<file path="config.mk">
export PLATFORM = sky130hd
export DESIGN_NAME = rcfft_front
export DESIGN_NICKNAME = d
export VERILOG_FILES = /design/src/sv/rcfft_pkg.sv /design/src/sv/rcfft_front.sv
export SDC_FILE = /design/constraint.sdc
export NUM_CORES = 1
export LEC_CHECK = 0
export ABC_AREA = 1
export ABC_CLOCK_PERIOD_IN_PS = 3600
export CAP_MARGIN = 10
export CORE_ASPECT_RATIO = 1.4
export CORE_MARGIN = 2
export CORE_UTILIZATION = 60
export CTS_CLUSTER_DIAMETER = 200
export DETAILED_ROUTE_END_ITERATION = 6
export DONT_BUFFER_PORTS = 1
export GPL_TIMING_DRIVEN = 0
export PLACE_DENSITY = 0.88
export SLEW_MARGIN = 20
export SYNTH_ARGS = -nofsm -noshare
export SYNTH_HDL_FRONTEND = slang
export SYNTH_SLANG_ARGS = --single-unit
</file>
<file path="constraint.sdc">
create_clock -name clk -period 3.6 [get_ports clk]
set_input_delay 0.72 -clock clk [delete_from_list [all_inputs] [get_ports clk]]
set_output_delay 0.72 -clock clk [all_outputs]
set_load 0.02 [all_outputs]
</file>
<file path="src/sv/rcfft_pkg.sv">
// Shared types, constants and twiddle table for the radix-2 complex FFT.
// Used by rcfft_front, rcfft_back and radix2_complex_fft; no dependencies.
package rcfft_pkg;

    localparam int DATA_BITS         = 24;
    localparam int TABLE_LOG         = 6;
    localparam int POINTS_DEF        = 64;
    localparam int SAMPLE_BITS_DEF   = 18;
    localparam int TWIDDLE_BITS_DEF  = 18;
    localparam int QUEUE_DEPTH       = 4;
    localparam int CFG_INDEX_BITS    = 2;
    localparam int CFG_DATA_BITS     = 3;

    // Register indexes of the configuration port
    localparam logic [CFG_INDEX_BITS-1:0] CFG_LENGTH_LOG2 = 2'd0;
    localparam logic [CFG_INDEX_BITS-1:0] CFG_INVERSE     = 2'd1;

    typedef struct packed {
        logic signed [DATA_BITS-1:0] re;
        logic signed [DATA_BITS-1:0] im;
    } cplx_t;

    typedef struct packed {
        logic  valid;
        cplx_t data;
    } qhead_t;

    // Saturate a wide signed value to the 24-bit data range
    function automatic logic signed [DATA_BITS-1:0] sat24(input logic signed [32:0] v);
        logic signed [32:0] hi_lim;
        logic signed [32:0] lo_lim;
        hi_lim = 33'sd8388607;
        lo_lim = -33'sd8388608;
        if (v > hi_lim)
            sat24 = 24'sh7fffff;
        else if (v < lo_lim)
            sat24 = 24'sh800000;
        else
            sat24 = v[DATA_BITS-1:0];
    endfunction

    // Quarter-wave cosine, Q1.31, rounded to nearest to tb bits
    function automatic logic [31:0] tw_mag(input logic [4:0] q, input int tb);
        logic [63:0] raw;
        int          sh;
        case (q)
            5'd0:    raw = 64'd2147483648;
            5'd1:    raw = 64'd2137142927;
            5'd2:    raw = 64'd2106220352;
            5'd3:    raw = 64'd2055013723;
            5'd4:    raw = 64'd1984016189;
            5'd5:    raw = 64'd1893911494;
            5'd6:    raw = 64'd1785567396;
            5'd7:    raw = 64'd1660027308;
            5'd8:    raw = 64'd1518500250;
            5'd9:    raw = 64'd1362349204;
            5'd10:   raw = 64'd1193077991;
            5'd11:   raw = 64'd1012316784;
            5'd12:   raw = 64'd821806413;
            5'd13:   raw = 64'd623381598;
            5'd14:   raw = 64'd418953276;
            5'd15:   raw = 64'd210490206;
            default: raw = 64'd0;
        endcase
        sh = 32 - tb;
        if (sh > 0)
            raw = (raw + (64'd1 << (sh - 1))) >> sh;
        tw_mag = raw[31:0];
    endfunction

endpackage

</file>
<file path="src/sv/rcfft_front.sv">
// Front end of the FFT: accepts sample beats, saturates them to 24 bits
// and holds them in a short queue for the back end. Uses rcfft_pkg.
module rcfft_front #(
    parameter int SAMPLE_BITS = rcfft_pkg::SAMPLE_BITS_DEF
) (
    input  logic                          clk,
    input  logic                          rst_n,
    input  logic                          sample_valid,
    output logic                          sample_ready,
    input  logic signed [SAMPLE_BITS-1:0] sample_real,
    input  logic signed [SAMPLE_BITS-1:0] sample_imag,
    output rcfft_pkg::qhead_t             head,
    input  logic                          pop
);

    localparam int PW = $clog2(rcfft_pkg::QUEUE_DEPTH);

    rcfft_pkg::cplx_t  qmem [rcfft_pkg::QUEUE_DEPTH];
    logic [PW-1:0]     wr_ptr_reg, wr_ptr_next;
    logic [PW-1:0]     rd_ptr_reg, rd_ptr_next;
    logic [PW:0]       cnt_reg, cnt_next;
    logic              push;
    rcfft_pkg::cplx_t  sat_beat;

    // Clip incoming samples to the datapath range
    always_comb
    begin
        sat_beat.re = rcfft_pkg::sat24(33'(sample_real));
        sat_beat.im = rcfft_pkg::sat24(33'(sample_imag));
    end

    assign sample_ready = (cnt_reg != (PW+1)'(rcfft_pkg::QUEUE_DEPTH));
    assign push         = sample_valid && sample_ready;
    assign head.valid   = (cnt_reg != '0);
    assign head.data    = qmem[rd_ptr_reg];

    // Advance pointers and occupancy
    always_comb
    begin
        wr_ptr_next = wr_ptr_reg;
        rd_ptr_next = rd_ptr_reg;
        cnt_next    = cnt_reg;
        if (push)
            wr_ptr_next = wr_ptr_reg + 1'b1;
        if (pop)
            rd_ptr_next = rd_ptr_reg + 1'b1;
        if (push && !pop)
            cnt_next = cnt_reg + 1'b1;
        else if (pop && !push)
            cnt_next = cnt_reg - 1'b1;
    end

    always_ff @(posedge clk or negedge rst_n)
    begin
        if (!rst_n)
        begin
            wr_ptr_reg <= '0;
            rd_ptr_reg <= '0;
            cnt_reg    <= '0;
        end
        else
        begin
            wr_ptr_reg <= wr_ptr_next;
            rd_ptr_reg <= rd_ptr_next;
            cnt_reg    <= cnt_next;
        end
    end

    // Store the beat
    always_ff @(posedge clk)
    begin
        if (push)
            qmem[wr_ptr_reg] <= sat_beat;
    end

`ifndef ASSERT_OFF
    a_no_pop_empty: assert property (@(posedge clk) disable iff (!rst_n)
        pop |-> head.valid)
        else $error("queue popped while empty");
    a_cnt_bound: assert property (@(posedge clk) disable iff (!rst_n)
        cnt_reg <= (PW+1)'(rcfft_pkg::QUEUE_DEPTH))
        else $error("queue occupancy out of range");
    a_cnt_step: assert property (@(posedge clk) disable iff (!rst_n)
        (push && !pop) |=> cnt_reg == $past(cnt_reg) + 1'b1)
        else $error("queue count did not follow push");
`endif

endmodule

</file>
==> reports/metrics.cfg <==
[outcome]
run_status = completed

[clocking]
post_cts_resized = 0
postCtsSetupRepairBufs = 0
clk_transition_reported_paths_ns = 0.06
htree_num_levels = 4
hold_buffers = 1
clockRootBuffer = clkbuf_16
cts.sink_count = 159
cts-buffers-inserted = 17
insertion_delay_ns = 0.41
cts_tree = done
cts_buffer_depth = 2

[power_and_ir_drop]
p_per_area_mw_per_mm2 = 939
internal-power_uw = 4470
vdd_drop_max_uv = 637
seqPwrFrac_pct = 35.7
clkPwrFrac_pct = 26.3
p_leak_uw = 0.00304
pwr-share-comb_pct = 38.0
switching_share_pct = 37.8
power_uw = 7180
power_switching_uw = 2720

[global_route]
grt_max_degree = 22
grt_pass1_wl_mm = 19.9
antenna_found_initial = 0
grt.overflow.total = 0
grt_pass1_vias = 3951
grt_usage_pct = 22.4

[yosys]
synthCells = 508
synthTopCellsByArea = edfxtp_1 (68%), nand2_1 (7.0%), o211ai_2 (5.4%), o211ai_1 (5.3%), inv_1 (4.9%)
synth_fp_nets = 554
synth.avg_cell_area_um2 = 13.2
ys_types = 20
netlist_area_mm2 = 0.00669
async_flop_share_pct = 4.40
synth-edff-count = 152
post-synth-top-area-cell = edfxtp_1
synth_flop_cell = edfxtp_1
synth_warnings = 0
synthMostInstantiatedCell = edfxtp_1
yosysTopAreaCellShare_pct = 68.2
synth_common_cells = edfxtp_1 (152), nand2_1 (125), inv_1 (88)
ys_ff_latch = 159
ys_seq_area_share_pct = 70.8

[sta]
finalHoldViolations = 0
fin_ws_ns = 0.946
finalSetupViolations = 0
skew_ns = 0.00697
slew_headroom_pct = 51.3
fin_crit_sh_pct = 73.7
period_needed_ns = 2.65
maxSlewViolCount = 0
worstMarginPinSlew_ns = 0.729
max_clock_freq_ghz = 0.377
rsz0062_at_grt = false
hold_slack_ns = 0.398

[floorplan]
die-area_mm2 = 0.0120
num_io_pins = 90
start_util_pct = 61.6
die_height_um = 129
std_cell_rows = 45
die-width_um = 93.3
core_area_mm2 = 0.0109

[route]
dr.first_iter.drc_count = 232
ant_nets = 0
wl_per_cell_um = 19.2
post-route-drc-count = 0
finalWirelength_mm = 13.2
route.vias.total = 3898
avgViaCountPerCell = 5.68
drt_pass1_iterations = 5

[worst_setup_path]
path_class = reg -> out
cp-end-kind = output port
cp.required_ns = 2.88
cp.arrival_ns = 1.93
reg2reg_from = cnt_reg[0]
r2r-end = qmem[1][2]
reg2reg_slack_ns = 1.25
worstRegToRegCells = 5
start_kind = flop
cp_max_fo = 10

[hold_path]
hp-class = in -> reg
min_path_cells = 0
min_to = qmem[1][37]
hold_start = sample_real[13]

[placed_design]
hpwl_mm = 8.54
place.gp.congestion = 0.743
port_buffers = 0
dp_slack_ns = 1.26
placed_cell_area_mm2 = 0.00701

[final_layout]
post-route-util_pct = 70.4
fin_nets = 578
syn2layout_area_growth_pct = 14.3
layout-drive-gt1-share_pct = 18.5
diodes = 0
largest_reg_flops = 152
post-route-cell-area_mm2 = 0.00765

[run]
maxCapViolCount = 0

==> power groups by stage <==
| stage | logic [uW] | registers (uW) | clock network [uW] |
|---|---|---|---|
| after detailed placement | 2750 | 2600 | 0 |
| after CTS | 2760 | 2570 | 1890 |
| after global routing | 2940 | 2590 | 1970 |
| after floorplan | 2100 | 2580 | 0 |
| after global placement | 2550 | 2610 | 0 |
| final | 2730 | 2570 | 1890 |
==> how the worst max path moves through the flow <==
stage	startpoint	to	cells past startpoint
after floorplan	cnt_reg[0]	qmem[0][0]	4
after global placement	cnt_reg[0]	qmem[1][5]	4
after detailed placement	cnt_reg[1]	qmem[1][5]	5
after CTS	rd_ptr_reg[1]	head[19]	6
after global routing	rd_ptr_reg[1]	head[21]	5
final	rd_ptr_reg[1]	head[19]	5
==> layer usage <==
layer / global-route usage, % / share of wire (%) / vias up / wire length (um)
li1: - / - / 1779 / -
met1: 24.4 / 36 / 1913 / 4760
met2: 39.4 / 54 / 182 / 7110
met3: 7.44 / 8.0 / 24 / 1050
met4: 10.3 / 1.8 / 0 / 237
met5: 0 / 0 / - / 0
==> critical path, stage by stage, from the launching register on <==
cell	delay [ns]
dfrtp_1	0.38
buf_4	0.20
buf_2	0.26
o211ai_1	0.14
nand2_1	0.32
buf_4	0.22
==> metrics by stage <==
step / TNS, ns / std cells
3_3_place_gp: -70.22 / 649
4_1_cts: 0 / 686
3_5_place_dp: 0 / 653
6_report: 0 / 686
5_1_grt: 0 / 686
2_1_floorplan: 0 / 508
==> layout by cell type (no fill, tap or decap), types with 4 or more instances in the layout <==
cell type	Yosys	routed
nand2_1	125	125
buf_16	0	4
buf_4	13	13
buf_6	7	7
o211ai_1	47	47
nand3_1	5	5
edfxtp_1	152	152
clkbuf_1	3	7
bufinv_16	0	5
clkbuf_16	0	17
o211ai_2	29	29
inv_1	88	88
dfrtp_1	7	7
ha_1	5	5
buf_2	13	13
nor2_4	0	4
==> layout make-up <==
class,instances,area [um^2]
plain buffers,37,268
flip-flops and latches,159,4740
repair buffers,5,120
inverters,91,342
clock buffers,21,440
multi-input cells,221,1380
well taps,141,176
clock inverters,11,188
fillers,684,3220
==> cells by family after synthesis <==
| kind of cell | count (synthesis) | synth area share (%) |
|---|---|---|
| AO/OA/AOI/OAI | 77 | 10.8 |
| XOR/XNOR | 3 | 0.393 |
| adder cells (fa/ha/maj) | 6 | 1.23 |
| buffers and inverters | 128 | 9.10 |
| flip-flops | 159 | 70.8 |
| AND/OR/NAND/NOR | 135 | 7.70 |
No activity file was read; power rests on OpenSTA's default activity.
